[src/rtl/lmfx_pkg.sv]
// Shared types, codes, limits and pixel helpers for the LED matrix effect engine.
package lmfx_pkg;

    // Field widths
    localparam int CMD_W       = 2;
    localparam int ROW_NUM_W   = 3;
    localparam int BYTE_W      = 8;
    localparam int INTENS_W    = 4;
    localparam int ORIENT_W    = 2;
    localparam int BRIGHT_W    = 5;
    localparam int INTERVAL_W  = 16;
    localparam int EFFECT_W    = 4;
    localparam int CFG_INDEX_W = 1;
    localparam int CFG_DATA_W  = 16;
    localparam int TICK_W      = 7;
    localparam int SCRATCH_W   = 8;

    // Command codes
    localparam logic [CMD_W-1:0] CMD_LOAD_ROW = 2'd0;
    localparam logic [CMD_W-1:0] CMD_SET_ATTR = 2'd1;
    localparam logic [CMD_W-1:0] CMD_TICK     = 2'd2;

    // Configuration register indexes
    localparam logic [CFG_INDEX_W-1:0] REG_RENDER_INTERVAL = 1'd0;
    localparam logic [CFG_INDEX_W-1:0] REG_EFFECT_SELECT   = 1'd1;

    // Effect codes
    localparam logic [EFFECT_W-1:0] FX_SLIDE_DOWN  = 4'd1;
    localparam logic [EFFECT_W-1:0] FX_SLIDE_UP    = 4'd2;
    localparam logic [EFFECT_W-1:0] FX_SLIDE_RIGHT = 4'd3;
    localparam logic [EFFECT_W-1:0] FX_SLIDE_LEFT  = 4'd4;
    localparam logic [EFFECT_W-1:0] FX_INTERLACE   = 4'd5;
    localparam logic [EFFECT_W-1:0] FX_ROTATE      = 4'd6;
    localparam logic [EFFECT_W-1:0] FX_BLINK       = 4'd7;
    localparam logic [EFFECT_W-1:0] FX_FLASH       = 4'd8;
    localparam logic [EFFECT_W-1:0] FX_FLICKER     = 4'd9;
    localparam logic [EFFECT_W-1:0] FX_COLLAPSE    = 4'd10;
    localparam logic [EFFECT_W-1:0] FX_GLITCH      = 4'd11;
    localparam logic [EFFECT_W-1:0] FX_THROB       = 4'd12;

    // Orientation codes
    localparam logic [ORIENT_W-1:0] FACE_NORTH = 2'd0;
    localparam logic [ORIENT_W-1:0] FACE_EAST  = 2'd1;
    localparam logic [ORIENT_W-1:0] FACE_WEST  = 2'd3;

    // Reset values
    localparam logic [INTERVAL_W-1:0] RENDER_INTERVAL_RESET = 16'd300;
    localparam logic [BRIGHT_W-1:0]   INTENSITY_RESET       = 5'd15;

    // Effect limits and periods
    localparam logic [TICK_W-1:0]    TICK_LAST          = 7'd99;
    localparam logic [3:0]           FLASH_LAST         = 4'd9;
    localparam logic [3:0]           FLASH_SHOW_PHASE   = 4'd5;
    localparam logic [4:0]           COLLAPSE_LAST      = 5'd19;
    localparam logic [SCRATCH_W-1:0] INTERLACE_LIMIT    = 8'd16;
    localparam logic [SCRATCH_W-1:0] FLICKER_LIMIT      = 8'd36;
    localparam logic [SCRATCH_W-1:0] GLITCH_FAST_LIMIT  = 8'd74;
    localparam logic [SCRATCH_W-1:0] GLITCH_FLICK_LIMIT = 8'd100;
    localparam logic [SCRATCH_W-1:0] GLITCH_ILACE_LIMIT = 8'd64;
    localparam logic [BRIGHT_W-1:0]  THROB_TOP          = 5'd16;
    localparam logic [15:0]          ELAPSED_MAX        = 16'hFFFF;

    // Eight row bytes of the bitmap
    typedef logic [7:0][BYTE_W-1:0] rows_t;

    // One finished frame handed to the line serializer
    typedef struct packed {
        rows_t               lines;
        logic                drive_column;
        logic                straight;
        logic [BRIGHT_W-1:0] brightness;
    } frame_t;

    function automatic logic [BYTE_W-1:0] rot_r(input logic [BYTE_W-1:0] b);
        return {b[0], b[BYTE_W-1:1]};
    endfunction

    function automatic logic [BYTE_W-1:0] rot_l(input logic [BYTE_W-1:0] b);
        return {b[BYTE_W-2:0], b[BYTE_W-1]};
    endfunction

    // Even rows rotate left, odd rows rotate right.
    function automatic rows_t interlace(input rows_t r);
        rows_t o;
        for (int x = 0; x < 8; x++)
        begin
            o[x] = x[0] ? rot_r(r[x]) : rot_l(r[x]);
        end
        return o;
    endfunction

endpackage

[src/rtl/lmfx_in_if.sv]
// Input channel carrying one command beat.
interface lmfx_in_if;
    import lmfx_pkg::*;

    logic                 valid;
    logic                 ready;
    logic [CMD_W-1:0]     command;
    logic [ROW_NUM_W-1:0] row_number;
    logic [BYTE_W-1:0]    row_bits;
    logic [INTENS_W-1:0]  new_intensity;
    logic [ORIENT_W-1:0]  new_orientation;
    logic                 new_inverted;

    modport source (
        output valid, command, row_number, row_bits, new_intensity,
               new_orientation, new_inverted,
        input  ready
    );

    modport sink (
        input  valid, command, row_number, row_bits, new_intensity,
               new_orientation, new_inverted,
        output ready
    );
endinterface

[src/rtl/lmfx_out_if.sv]
// Output channel carrying one line write beat.
interface lmfx_out_if;
    import lmfx_pkg::*;

    logic                 valid;
    logic                 ready;
    logic                 drive_column;
    logic [ROW_NUM_W-1:0] line_index;
    logic [BYTE_W-1:0]    line_bits;
    logic [BRIGHT_W-1:0]  brightness;
    logic                 last_line;

    modport source (
        output valid, drive_column, line_index, line_bits, brightness, last_line,
        input  ready
    );

    modport sink (
        input  valid, drive_column, line_index, line_bits, brightness, last_line,
        output ready
    );
endinterface

[src/rtl/lmfx_core.sv]
// Command register, bitmap state, render timer and effect logic.
module lmfx_core (
    input  logic                               clk,
    input  logic                               rst_n,
    lmfx_in_if.sink                            in_ch,
    input  logic                               cfg_we,
    input  logic [lmfx_pkg::CFG_INDEX_W-1:0]   cfg_index,
    input  logic [lmfx_pkg::CFG_DATA_W-1:0]    cfg_data,
    input  logic                               emit_free,
    output logic                               frame_load,
    output lmfx_pkg::frame_t                   frame
);
    import lmfx_pkg::*;

    // Command register
    logic                 item_valid_reg;
    logic [CMD_W-1:0]     cmd_reg;
    logic [ROW_NUM_W-1:0] row_number_reg;
    logic [BYTE_W-1:0]    row_bits_reg;
    logic [INTENS_W-1:0]  new_intensity_reg;
    logic [ORIENT_W-1:0]  new_orientation_reg;
    logic                 new_inverted_reg;

    // Configuration
    logic [INTERVAL_W-1:0] render_interval_reg;
    logic [EFFECT_W-1:0]   effect_reg;

    // Display state. The first byte of the hidden copy also serves as the
    // interlace and throb counter, since both share that scratch byte.
    rows_t                 rows_reg, rows_next;
    rows_t                 hidden_reg, hidden_next;
    logic [BRIGHT_W-1:0]   intensity_reg, intensity_next;
    logic                  invert_reg, invert_next;
    logic [ORIENT_W-1:0]   facing_reg, facing_next;
    logic [TICK_W-1:0]     tick_reg, tick_next;
    logic [3:0]            phase10_reg, phase10_next;
    logic [4:0]            phase20_reg, phase20_next;
    logic [15:0]           elapsed_reg, elapsed_next;
    logic [SCRATCH_W-1:0]  scr9_reg, scr9_next;
    logic [SCRATCH_W-1:0]  scr10_reg, scr10_next;

    logic [15:0] elapsed_inc;
    logic        render_due;
    logic        advance;

    // Render decision and hold-off while the serializer is still full
    assign elapsed_inc = (elapsed_reg == ELAPSED_MAX) ? elapsed_reg : elapsed_reg + 16'd1;
    assign render_due  = item_valid_reg && (cmd_reg == CMD_TICK)
                         && (elapsed_inc >= render_interval_reg);
    assign advance     = item_valid_reg && !(render_due && !emit_free);
    assign in_ch.ready = !item_valid_reg || advance;
    assign frame_load  = advance && render_due;

    // Command register load
    always_ff @(posedge clk or negedge rst_n)
    begin
        if (!rst_n)
        begin
            item_valid_reg <= 1'b0;
        end
        else if (in_ch.ready)
        begin
            item_valid_reg <= in_ch.valid;
        end
    end

    always_ff @(posedge clk)
    begin
        if (in_ch.ready && in_ch.valid)
        begin
            cmd_reg             <= in_ch.command;
            row_number_reg      <= in_ch.row_number;
            row_bits_reg        <= in_ch.row_bits;
            new_intensity_reg   <= in_ch.new_intensity;
            new_orientation_reg <= in_ch.new_orientation;
            new_inverted_reg    <= in_ch.new_inverted;
        end
    end

    // Configuration writes
    always_ff @(posedge clk or negedge rst_n)
    begin
        if (!rst_n)
        begin
            render_interval_reg <= RENDER_INTERVAL_RESET;
            effect_reg          <= '0;
        end
        else if (cfg_we)
        begin
            case (cfg_index)
                REG_RENDER_INTERVAL: render_interval_reg <= cfg_data[INTERVAL_W-1:0];
                REG_EFFECT_SELECT:   effect_reg <= cfg_data[EFFECT_W-1:0];
                default:             ;
            endcase
        end
    end

    // Next state for one command, with the effect applied on a render
    always_comb
    begin
        logic [SCRATCH_W-1:0] s0;
        logic [SCRATCH_W-1:0] s9;
        logic [SCRATCH_W-1:0] s10;
        logic                 hide;

        rows_next      = rows_reg;
        hidden_next    = hidden_reg;
        intensity_next = intensity_reg;
        invert_next    = invert_reg;
        facing_next    = facing_reg;
        tick_next      = tick_reg;
        phase10_next   = phase10_reg;
        phase20_next   = phase20_reg;
        elapsed_next   = elapsed_reg;
        scr9_next      = scr9_reg;
        scr10_next     = scr10_reg;
        s0             = (hidden_reg[0] == '0) ? 8'd1 : hidden_reg[0];
        s9             = (scr9_reg == '0) ? 8'd1 : scr9_reg;
        s10            = (scr10_reg == '0) ? 8'd1 : scr10_reg;
        hide           = 1'b0;

        if (advance)
        begin
            case (cmd_reg)
                CMD_LOAD_ROW:
                begin
                    rows_next[row_number_reg] = row_bits_reg;
                end
                CMD_SET_ATTR:
                begin
                    intensity_next = {1'b0, new_intensity_reg};
                    facing_next    = new_orientation_reg;
                    invert_next    = new_inverted_reg;
                end
                CMD_TICK:
                begin
                    elapsed_next = elapsed_inc;
                    if (render_due)
                    begin
                        elapsed_next = '0;
                        case (effect_reg)
                            FX_SLIDE_DOWN:
                            begin
                                rows_next = {rows_reg[6:0], rows_reg[7]};
                            end
                            FX_SLIDE_UP:
                            begin
                                rows_next = {rows_reg[0], rows_reg[7:1]};
                            end
                            FX_SLIDE_RIGHT:
                            begin
                                for (int x = 0; x < 8; x++)
                                begin
                                    rows_next[x] = rot_r(rows_reg[x]);
                                end
                            end
                            FX_SLIDE_LEFT:
                            begin
                                for (int x = 0; x < 8; x++)
                                begin
                                    rows_next[x] = rot_l(rows_reg[x]);
                                end
                            end
                            FX_INTERLACE:
                            begin
                                hidden_next[0] = s0;
                                if (s0 <= INTERLACE_LIMIT)
                                begin
                                    rows_next      = interlace(rows_reg);
                                    hidden_next[0] = s0 + 8'd1;
                                end
                            end
                            FX_ROTATE:
                            begin
                                facing_next = facing_reg + 2'd1;
                            end
                            FX_BLINK:
                            begin
                                invert_next = !invert_reg;
                            end
                            FX_FLASH:
                            begin
                                if (phase10_reg == '0)
                                begin
                                    hidden_next = rows_reg;
                                    rows_next   = '0;
                                end
                                else if (phase10_reg == FLASH_SHOW_PHASE)
                                begin
                                    rows_next = hidden_reg;
                                end
                            end
                            FX_FLICKER:
                            begin
                                scr9_next = s9;
                                if (s9 <= FLICKER_LIMIT)
                                begin
                                    if (!tick_reg[0])
                                    begin
                                        hidden_next = rows_reg;
                                        rows_next   = '0;
                                    end
                                    else
                                    begin
                                        rows_next = hidden_reg;
                                    end
                                    scr9_next = s9 + 8'd1;
                                end
                            end
                            FX_COLLAPSE:
                            begin
                                if (phase20_reg == '0)
                                begin
                                    rows_next[6:1] = rows_reg[5:0];
                                    rows_next[7]   = rows_reg[7] | rows_reg[5];
                                end
                            end
                            FX_GLITCH:
                            begin
                                scr9_next  = s9;
                                scr10_next = s10;
                                if (s9 <= GLITCH_FLICK_LIMIT)
                                begin
                                    hide = (s9 <= GLITCH_FAST_LIMIT) ? !tick_reg[0]
                                                                     : (tick_reg[1:0] == 2'd0);
                                    if (hide)
                                    begin
                                        hidden_next = rows_reg;
                                        rows_next   = '0;
                                    end
                                    else
                                    begin
                                        rows_next = hidden_reg;
                                    end
                                    scr9_next = s9 + 8'd1;
                                end
                                if (s10 <= GLITCH_ILACE_LIMIT)
                                begin
                                    rows_next  = interlace(rows_next);
                                    scr10_next = s10 + 8'd1;
                                end
                            end
                            FX_THROB:
                            begin
                                if (hidden_reg[0] == '0)
                                begin
                                    if (intensity_reg != '0)
                                    begin
                                        intensity_next = intensity_reg - 5'd1;
                                    end
                                    else
                                    begin
                                        hidden_next[0] = 8'd1;
                                    end
                                end
                                else if (intensity_reg < THROB_TOP)
                                begin
                                    intensity_next = intensity_reg + 5'd1;
                                end
                                else
                                begin
                                    intensity_next = THROB_TOP;
                                    hidden_next[0] = '0;
                                end
                            end
                            default:
                            begin
                            end
                        endcase

                        // Frame tick and its phases wrap together every hundred renders.
                        if (tick_reg == TICK_LAST)
                        begin
                            tick_next    = '0;
                            phase10_next = '0;
                            phase20_next = '0;
                        end
                        else
                        begin
                            tick_next    = tick_reg + 7'd1;
                            phase10_next = (phase10_reg == FLASH_LAST) ? 4'd0
                                                                       : phase10_reg + 4'd1;
                            phase20_next = (phase20_reg == COLLAPSE_LAST) ? 5'd0
                                                                          : phase20_reg + 5'd1;
                        end
                    end
                end
                default:
                begin
                end
            endcase
        end
    end

    // State registers
    always_ff @(posedge clk or negedge rst_n)
    begin
        if (!rst_n)
        begin
            rows_reg      <= '0;
            hidden_reg    <= '0;
            intensity_reg <= INTENSITY_RESET;
            invert_reg    <= 1'b0;
            facing_reg    <= FACE_EAST;
            tick_reg      <= '0;
            phase10_reg   <= '0;
            phase20_reg   <= '0;
            elapsed_reg   <= '0;
            scr9_reg      <= '0;
            scr10_reg     <= '0;
        end
        else
        begin
            rows_reg      <= rows_next;
            hidden_reg    <= hidden_next;
            intensity_reg <= intensity_next;
            invert_reg    <= invert_next;
            facing_reg    <= facing_next;
            tick_reg      <= tick_next;
            phase10_reg   <= phase10_next;
            phase20_reg   <= phase20_next;
            elapsed_reg   <= elapsed_next;
            scr9_reg      <= scr9_next;
            scr10_reg     <= scr10_next;
        end
    end

    // Frame as it will be shown: inverted lines and orientation flags
    always_comb
    begin
        for (int x = 0; x < 8; x++)
        begin
            frame.lines[x] = rows_next[x] ^ {BYTE_W{invert_next}};
        end
        frame.drive_column = (facing_next == FACE_EAST) || (facing_next == FACE_WEST);
        frame.straight     = (facing_next == FACE_NORTH) || (facing_next == FACE_WEST);
        frame.brightness   = intensity_next;
    end

endmodule

[src/rtl/lmfx_emit.sv]
// Frame buffer that sends a rendered frame as eight line write beats.
module lmfx_emit (
    input  logic             clk,
    input  logic             rst_n,
    input  logic             frame_load,
    input  lmfx_pkg::frame_t frame,
    output logic             emit_free,
    lmfx_out_if.source       out_ch
);
    import lmfx_pkg::*;

    logic                 busy_reg;
    logic [ROW_NUM_W-1:0] line_reg;
    frame_t               frame_reg;
    logic                 fire;
    logic                 at_last;

    assign fire      = busy_reg && out_ch.ready;
    assign at_last   = (line_reg == {ROW_NUM_W{1'b1}});
    assign emit_free = !busy_reg || (fire && at_last);

    // Line counter and busy flag
    always_ff @(posedge clk or negedge rst_n)
    begin
        if (!rst_n)
        begin
            busy_reg <= 1'b0;
            line_reg <= '0;
        end
        else if (frame_load)
        begin
            busy_reg <= 1'b1;
            line_reg <= '0;
        end
        else if (fire)
        begin
            busy_reg <= !at_last;
            line_reg <= line_reg + 3'd1;
        end
    end

    // Frame capture
    always_ff @(posedge clk)
    begin
        if (frame_load)
        begin
            frame_reg <= frame;
        end
    end

    // Beat fields
    assign out_ch.valid        = busy_reg;
    assign out_ch.drive_column = frame_reg.drive_column;
    assign out_ch.line_index   = frame_reg.straight ? line_reg : ~line_reg;
    assign out_ch.line_bits    = frame_reg.lines[line_reg];
    assign out_ch.brightness   = frame_reg.brightness;
    assign out_ch.last_line    = at_last;

endmodule

[src/rtl/led_matrix_effect_engine_top.sv]
// Order: a command beat is registered on acceptance and applied from the command register; a
// render's frame is captured as applied, then its line write beats go one per cycle while ready.
// Throughput: one command beat per cycle but for render stalls; a render occupies the serializer
// for eight beats; a later rendering tick waits in the command register until the last is taken.
// Reset (rst_n, asynchronous, active low): blank bitmap, intensity 15, facing east, not
// inverted, counters and effect scratch cleared, render interval 300, effect none.
module led_matrix_effect_engine_top (
    input  logic                             clk,
    input  logic                             rst_n,
    lmfx_in_if.sink                          in_ch,
    lmfx_out_if.source                       out_ch,
    input  logic                             cfg_we,
    input  logic [lmfx_pkg::CFG_INDEX_W-1:0] cfg_index,
    input  logic [lmfx_pkg::CFG_DATA_W-1:0]  cfg_data
);
    import lmfx_pkg::*;

    logic   frame_load;
    logic   emit_free;
    frame_t frame;

    // Command handling and effects
    lmfx_core u_core (
        .clk        (clk),
        .rst_n      (rst_n),
        .in_ch      (in_ch),
        .cfg_we     (cfg_we),
        .cfg_index  (cfg_index),
        .cfg_data   (cfg_data),
        .emit_free  (emit_free),
        .frame_load (frame_load),
        .frame      (frame)
    );

    // Line write serializer
    lmfx_emit u_emit (
        .clk        (clk),
        .rst_n      (rst_n),
        .frame_load (frame_load),
        .frame      (frame),
        .emit_free  (emit_free),
        .out_ch     (out_ch)
    );

endmodule
[src/flat_wrapper.sv]
// flat-port wrapper written by rule: the top's interface ports become plain ports
module led_matrix_effect_engine_top_flat import lmfx_pkg::*;
  (clk, rst_n, cfg_we, cfg_index, cfg_data, in_ch_valid, in_ch_command, in_ch_row_number, in_ch_row_bits, in_ch_new_intensity, in_ch_new_orientation, in_ch_new_inverted, in_ch_ready, out_ch_valid, out_ch_drive_column, out_ch_line_index, out_ch_line_bits, out_ch_brightness, out_ch_last_line, out_ch_ready);
  lmfx_in_if in_ch_i ();
  lmfx_out_if out_ch_i ();
  input  logic clk;
  input  logic rst_n;
  input  logic cfg_we;
  input  logic [lmfx_pkg::CFG_INDEX_W-1:0] cfg_index;
  input  logic [lmfx_pkg::CFG_DATA_W-1:0] cfg_data;
  input wire logic [$bits(in_ch_i.valid)-1:0] in_ch_valid;
  input wire logic [$bits(in_ch_i.command)-1:0] in_ch_command;
  input wire logic [$bits(in_ch_i.row_number)-1:0] in_ch_row_number;
  input wire logic [$bits(in_ch_i.row_bits)-1:0] in_ch_row_bits;
  input wire logic [$bits(in_ch_i.new_intensity)-1:0] in_ch_new_intensity;
  input wire logic [$bits(in_ch_i.new_orientation)-1:0] in_ch_new_orientation;
  input wire logic [$bits(in_ch_i.new_inverted)-1:0] in_ch_new_inverted;
  output wire logic [$bits(in_ch_i.ready)-1:0] in_ch_ready;
  output wire logic [$bits(out_ch_i.valid)-1:0] out_ch_valid;
  output wire logic [$bits(out_ch_i.drive_column)-1:0] out_ch_drive_column;
  output wire logic [$bits(out_ch_i.line_index)-1:0] out_ch_line_index;
  output wire logic [$bits(out_ch_i.line_bits)-1:0] out_ch_line_bits;
  output wire logic [$bits(out_ch_i.brightness)-1:0] out_ch_brightness;
  output wire logic [$bits(out_ch_i.last_line)-1:0] out_ch_last_line;
  input wire logic [$bits(out_ch_i.ready)-1:0] out_ch_ready;
  assign in_ch_i.valid = in_ch_valid;
  assign in_ch_i.command = in_ch_command;
  assign in_ch_i.row_number = in_ch_row_number;
  assign in_ch_i.row_bits = in_ch_row_bits;
  assign in_ch_i.new_intensity = in_ch_new_intensity;
  assign in_ch_i.new_orientation = in_ch_new_orientation;
  assign in_ch_i.new_inverted = in_ch_new_inverted;
  assign in_ch_ready = in_ch_i.ready;
  assign out_ch_valid = out_ch_i.valid;
  assign out_ch_drive_column = out_ch_i.drive_column;
  assign out_ch_line_index = out_ch_i.line_index;
  assign out_ch_line_bits = out_ch_i.line_bits;
  assign out_ch_brightness = out_ch_i.brightness;
  assign out_ch_last_line = out_ch_i.last_line;
  assign out_ch_i.ready = out_ch_ready;
  led_matrix_effect_engine_top u_core (.clk(clk), .rst_n(rst_n), .in_ch(in_ch_i), .out_ch(out_ch_i), .cfg_we(cfg_we), .cfg_index(cfg_index), .cfg_data(cfg_data));
endmodule
[config.mk]
export PLATFORM = sky130hd
export DESIGN_NAME = led_matrix_effect_engine_top_flat
export DESIGN_NICKNAME = d
export VERILOG_FILES = /design/src/rtl/lmfx_pkg.sv /design/src/rtl/lmfx_in_if.sv /design/src/rtl/lmfx_out_if.sv /design/src/rtl/lmfx_core.sv /design/src/rtl/lmfx_emit.sv /design/src/rtl/led_matrix_effect_engine_top.sv /design/src/flat_wrapper.sv
export SDC_FILE = /design/constraint.sdc
export NUM_CORES = 1
export LEC_CHECK = 0
export BUFFER_PORTS_ARGS = -buffer_cell sky130_fd_sc_hd__buf_2
export CAP_MARGIN = 20
export CORE_MARGIN = 1.5
export CORE_UTILIZATION = 45
export DETAILED_ROUTE_END_ITERATION = 16
export PLACE_DENSITY = 0.61
export REMOVE_ABC_BUFFERS = 1
export SETUP_SLACK_MARGIN = 0.1
export SYNTH_ARGS = -nofsm -noshare
export SYNTH_HDL_FRONTEND = slang
export SYNTH_SLANG_ARGS = --single-unit
export TNS_END_PERCENT = 100
[constraint.sdc]
create_clock -name clk -period 11.8 [get_ports clk]
set_clock_uncertainty 0.1 [all_clocks]
set_input_delay 0.59 -clock clk [delete_from_list [all_inputs] [get_ports clk]]
set_output_delay 0.59 -clock clk [all_outputs]
set_load 0.01 [all_outputs]
== Word-level counts from Yosys, hierarchy flattened ==
Cells that the tools add are included.
Word-level totals
  output and inout port bits: 20
  register bits after elaboration: 300
  RAM bits: 0
  bits in latches: 0
  memory bits (read-only): 0
  memories kept: 0
  bits of input ports: 42
  word-level logic and storage cells: 214
Operators by class
  shift-type cells: 0
  reductions and logical operators: 41
  bitwise operators: 11
  divide/modulo/power cells: 0
  equality and inequality tests: 29
  add/sub/neg operators: 11
  multipliers: 0
  magnitude comparators: 10
  muxes and demuxes: 65
Operators by type and width (number)
  $mux 64: 15
  $pmux 56 s9: 1
  $pmux 56 s3: 1
  $pmux 64 s2: 1
  $mux 8: 12
  $bwmux 64: 1
  $pmux 8 s8: 1
  $xor 8x8->8: 8
  $mux 56: 1
  $mux 5: 8
  $pmux 8 s5: 1
  $mux 16: 2
  $add 8x1->8 const B: 3
  $bmux 8 s3: 1
  $demux 8 s3: 1
  $eq 4x4->1 const B: 6
  $le 8x7->1 const B: 3
  $logic_not 8->1: 3
  $eq 4x3->1 const B: 5
  $add 16x1->16 const B: 1
  $eq 16x16->1 const B: 1
  $ge 16x16->1: 1
  $pmux 8 s2: 1
  $reduce_and 11->1: 1
  other kinds (44): 88

== Depth between registers and ports, before layout ==
  word-level depth: 12
  gate-level depth with buffers: 20
  depth with buffers taken out: 18

== Hierarchy ==
From an unflattened synthesis, not the netlist that was laid out.
Second synthesis, totals
  cell total of the unflattened synthesis: 1867
  area, all modules: 18659.1 um^2
By module, submodules not included
  lmfx_core: times used 1, cells each 1740, sequential area each 5741.8 um^2, area an instance 15700.1 um^2
  lmfx_emit: times used 1, cells each 127, sequential area each 2232.1 um^2, area an instance 2959.1 um^2

== Worst setup path before layout ==
OpenSTA, ideal clock, no wires.
  kind: flip-flop to flip-flop
  from: register u_core.u_core.elapsed_reg[2]
  to: register u_core.u_emit.frame_reg[10] in the netlist's numbering, enable pin
  required time: 11.238 ns
  stages on the path, launching flop included: 16
  buffers on the path: 3
  library setup time: 0.462 ns
  data arrival time: 5.737 ns
  period minus slack after synthesis: 6.299 ns
  setup slack: 5.501 ns
  cell sequence: dfrtp_1 > nand3_1 > nor4_1 > nand3_1 > and2_1 > clkbuf_1 > and3_1 > xor2_1 > ha_1 > o2111ai_1 > a311oi_1 > nor2_1 > a211o_1 > clkinv_1 > clkbuf_1 > clkbuf_1
On the way
  longest elaborated chain between the ends: 8
  elaborated cells between the ends (all ways): 9
  classes of those cells: add/sub: 1; order compare: 1; eq/ne: 1; mux: 1; reduce/logical: 5
Ends and longest elaborated chain
  start: declaration: RTL line lmfx_core.sv:38  | logic [15:0] elapsed_reg, elapsed_next;
  start signal: assignment: RTL line lmfx_core.sv:322  | elapsed_reg <= elapsed_next;
  $add 16x1->16 / $eq 16x16->1 (equally long branches): RTL line lmfx_core.sv:47  | assign elapsed_inc = (elapsed_reg == ELAPSED_MAX) ? elapsed_reg : elapsed_reg + 16'd1;
  $mux 16 *: RTL line lmfx_core.sv:47
  $ge 16x16->1 *: RTL line lmfx_core.sv:49  | && (elapsed_inc >= render_interval_reg);
  $logic_and 1x1->1 *: RTL line lmfx_core.sv:49
  $logic_and 1x1->1: RTL line lmfx_core.sv:50  | assign advance = item_valid_reg && !(render_due && !emit_free);
  $logic_not 1->1: RTL line lmfx_core.sv:50
  $logic_and 1x1->1: RTL line lmfx_core.sv:50
  $logic_and 1x1->1 *: RTL line lmfx_core.sv:52  | assign frame_load = advance && render_due;
  end signal: assignment: RTL line lmfx_emit.sv:47  | frame_reg <= frame;
  end: declaration: RTL line lmfx_emit.sv:14  | frame_t frame_reg;
Every way passes the cells marked *; elsewhere a longest branch is shown, timed or not.
A chain may end at the register's enable or synchronous reset.

== Worst setup path in the final report ==
  from: register u_core.u_core.elapsed_reg[2]
  to: register u_core.u_core.hidden_reg[61] in the netlist's numbering
On the way
  longest elaborated chain between the ends: 8
  elaborated cells between the ends (all ways): 9
  classes of those cells: add/sub: 1; order compare: 1; eq/ne: 1; mux: 1; reduce/logical: 5
Ends and longest elaborated chain
  $add 16x1->16 / $eq 16x16->1 (equally long branches): RTL line lmfx_core.sv:47
  $mux 16 *: RTL line lmfx_core.sv:47
  $ge 16x16->1 *: RTL line lmfx_core.sv:49
  $logic_and 1x1->1 *: RTL line lmfx_core.sv:49
  $logic_and 1x1->1: RTL line lmfx_core.sv:50
  $logic_not 1->1: RTL line lmfx_core.sv:50
  $logic_and 1x1->1: RTL line lmfx_core.sv:50
  $reduce_and 9->1 (no line) *
  end signal: assignment: RTL line lmfx_core.sv:315  | hidden_reg <= hidden_next;
  end: declaration: RTL line lmfx_core.sv:31  | rows_t hidden_reg, hidden_next;
Marked as above.

==> metrics <==
placer's final routability congestion estimate=0.9479; Final Non-Filler Cells=2453; CP Buf/Inv Count=3; Starting Density=45.64%; register bit count reported by yosys=300; ratio of cells with drive above 1 in the final layout=17.19%; # placed instances=2388; share of the synthesized area in the top cell type=26.08%; Hold Fails Final Rpt=0; vias=16760; Slew @ Worst Pin=1.189 ns; slowest CP cell=nor4_1; cells along the critical path=nand3_1 > nor4_1 > nand3_1 > and2_1 > and3_1 > xor2_1 > ha_1 > o2111ai_1 > a311oi_1 > nor2_1 > a211o_1 > inv_4 > buf_4 > nand4b_1 > nor2_4 > buf_4 > mux2_2; status=complete, no violations; post-cts sizing count=0; Final ANT Viol Nets=0; Clock Sinks=300; Final min period=7.269 ns; YS warnings=0; I/O Buffers=61; hold crit path type=in2reg; DP HPWL=44.09 mm; Relative slew margins=20.73%; Mean Syn Cell Area=9.931 um^2; chip height=209.5 um; LEAKAGE=8.220 nW; # setup viols final=0; total track usage=30.32%; most common cell after layout, fill and taps aside=nand2_1; final WL=66.91 mm; max reg flops=65; CP endpoint kind=register; synthesized instance count=1932; Pwr Total=3.512 mW; Max-cap violations=0; crit-path leading delay family=simple AND/OR/NAND/NOR gates; Max Freq=0.1376 GHz; crit-path max cell delay=0.74 ns; CP required=12.13 ns; Setup CP Type=reg2reg; DIE AREA=43890 um^2; largest net degree at the start of global routing=84; placement row count=75; RSZ-0062 raised after global routing=false; Layout Nets=1965; CTS clk-pin slew, worst paths=0.06 ns; drt pass-1 iters=6; final setup TNS=0 ns; Max Used Layer=met5; dominant synthesized flop cell=dfrtp_1; CTS tree=yes; pwr dens=167.6 nW/um^2; io pins=62; vias per cell=6.831; TritonCTS Buffers=35; Worst Setup Start Kind=register; Async S/R FF share, synth=69.67%; wire length on met3=7.210 mm; final routed DRC violation total=0; Seq/Total Area, Yosys=41.56%; total grt overflow=0; fin util=49.84%; fin. max-slew vios=0; synth unique cells=99; clk_lat worst skew=0.57 ns; EDFF count, synth=91; Wirelength per Cell=27.28 um; initial antenna violation count=1; Root Driver=clkbuf_16; critical path data arrival time=7.60 ns; routed length on met1=26.74 mm; Synth Cell Area=19190 um^2; DRT iter0 DRCs=2174; number of fill cells in the layout=3847; cell accounting for the most synthesized area=dfrtp_1; WL met2=29.27 mm; Worst VDD drop=0.0001071 V; area of the core=42040 um^2; vias in the first global route=16070; maximum net fanout on the critical path=59; die width=209.5 um; top cells by area, synth=dfrtp_1 26%, edfxtp_1 14%, mux2_2 4.9%; deepest clock path buffer count=3; Final period util=61.60%; n_diodes=0; commonest cells after routing, fill and taps aside=201 x nand2_1, 199 x dfrtp_1, 134 x o21ai_0; first-pass GRT wire length=101.5 mm; H-tree lvl count=2; Layout area overhead=9.201%
[synthesized netlist by cell type (26+ instances only)]
master	n
a221o_1	51
nand3_1	57
a221oi_1	44
a21oi_1	84
edfxtp_1	91
nor2_1	76
mux2i_1	67
mux2_2	83
xnor2_1	87
inv_1	55
ha_1	34
dfrtp_1	200
a22o_1	38
o211ai_1	26
buf_2	47
o21ai_0	134
a22oi_1	55
clkbuf_1	105
nand2_1	202
[what timing repair did]
item                                    in CTS  in global routing
hold buffers                                 1                  0
endpoints found under the setup margin       0                  0
endpoints found under the hold margin       52                  0
setup buffers                                0                  0
[cell families (layout without fill, tap and decap cells)]
kind of cell | after synthesis | in the layout | share of synthesized area, %
flops | 300 | 300 | 41.56
xor+xnor | 94 | 94 | 4.291
fa+ha+maj | 34 | 34 | 2.217
buf+inv | 237 | 219 | 5.386
simple gates | 489 | 489 | 12.44
mux | 166 | 166 | 10.24
compound gates | 612 | 612 | 23.87
[worst paths after layout]
kind,start,to,slack [ns],cells after the start
min in group asynchronous,rst_n,u_core.u_core.rows_reg[28],0.53,2
worst min-delay path,in_ch_new_intensity[2],u_core.u_core.new_intensity_reg[2],0.11,1
max in group asynchronous,rst_n,u_core.u_core.rows_reg[14],9.60,3
worst max-delay path,u_core.u_core.elapsed_reg[2],u_core.u_core.hidden_reg[61],4.53,17
worst max register to register,u_core.u_core.elapsed_reg[2],u_core.u_core.hidden_reg[61],4.53,17
worst min register to register,u_core.u_core.scr10_reg[7],u_core.u_core.scr10_reg[7],0.30,0
[layout make-up]
cell class	instances	area (um^2)	share of cell area, %
sequential	300	7975	38.06
clock inverter	22	300.3	1.433
clock buffer	40	914.6	4.365
multi-input combinational	1395	10230	48.82
timing repair buffer	101	645.6	3.081
tap	539	674.4	3.219
inverter	56	212.7	1.015
[metrics by stage]
stage	setup slack, ns	cell area [um^2]	hold WS (ns)
2_1_floorplan	1.372	18360	0.1944
3_3_place_gp	4.835	19690	0.2892
3_5_place_dp	4.539	19690	0.2936
4_1_cts	4.518	20910	0.07895
5_1_grt	3.908	20950	0.08670
6_report	4.531	20950	0.1071
[layer usage]
layer  track usage (%)  vias up
met5                 0        -
met4             15.18        2
met3             7.960      256
met2             45.75     1051
met1             40.37     8232
li1                  -     7215
[report_power, final]
part / internal (mW) / switching, mW
combinational: 0.394 / 0.520
clock: 0.713 / 0.465
sequential: 1.20 / 0.223
No activity file was read; power rests on OpenSTA's default activity.
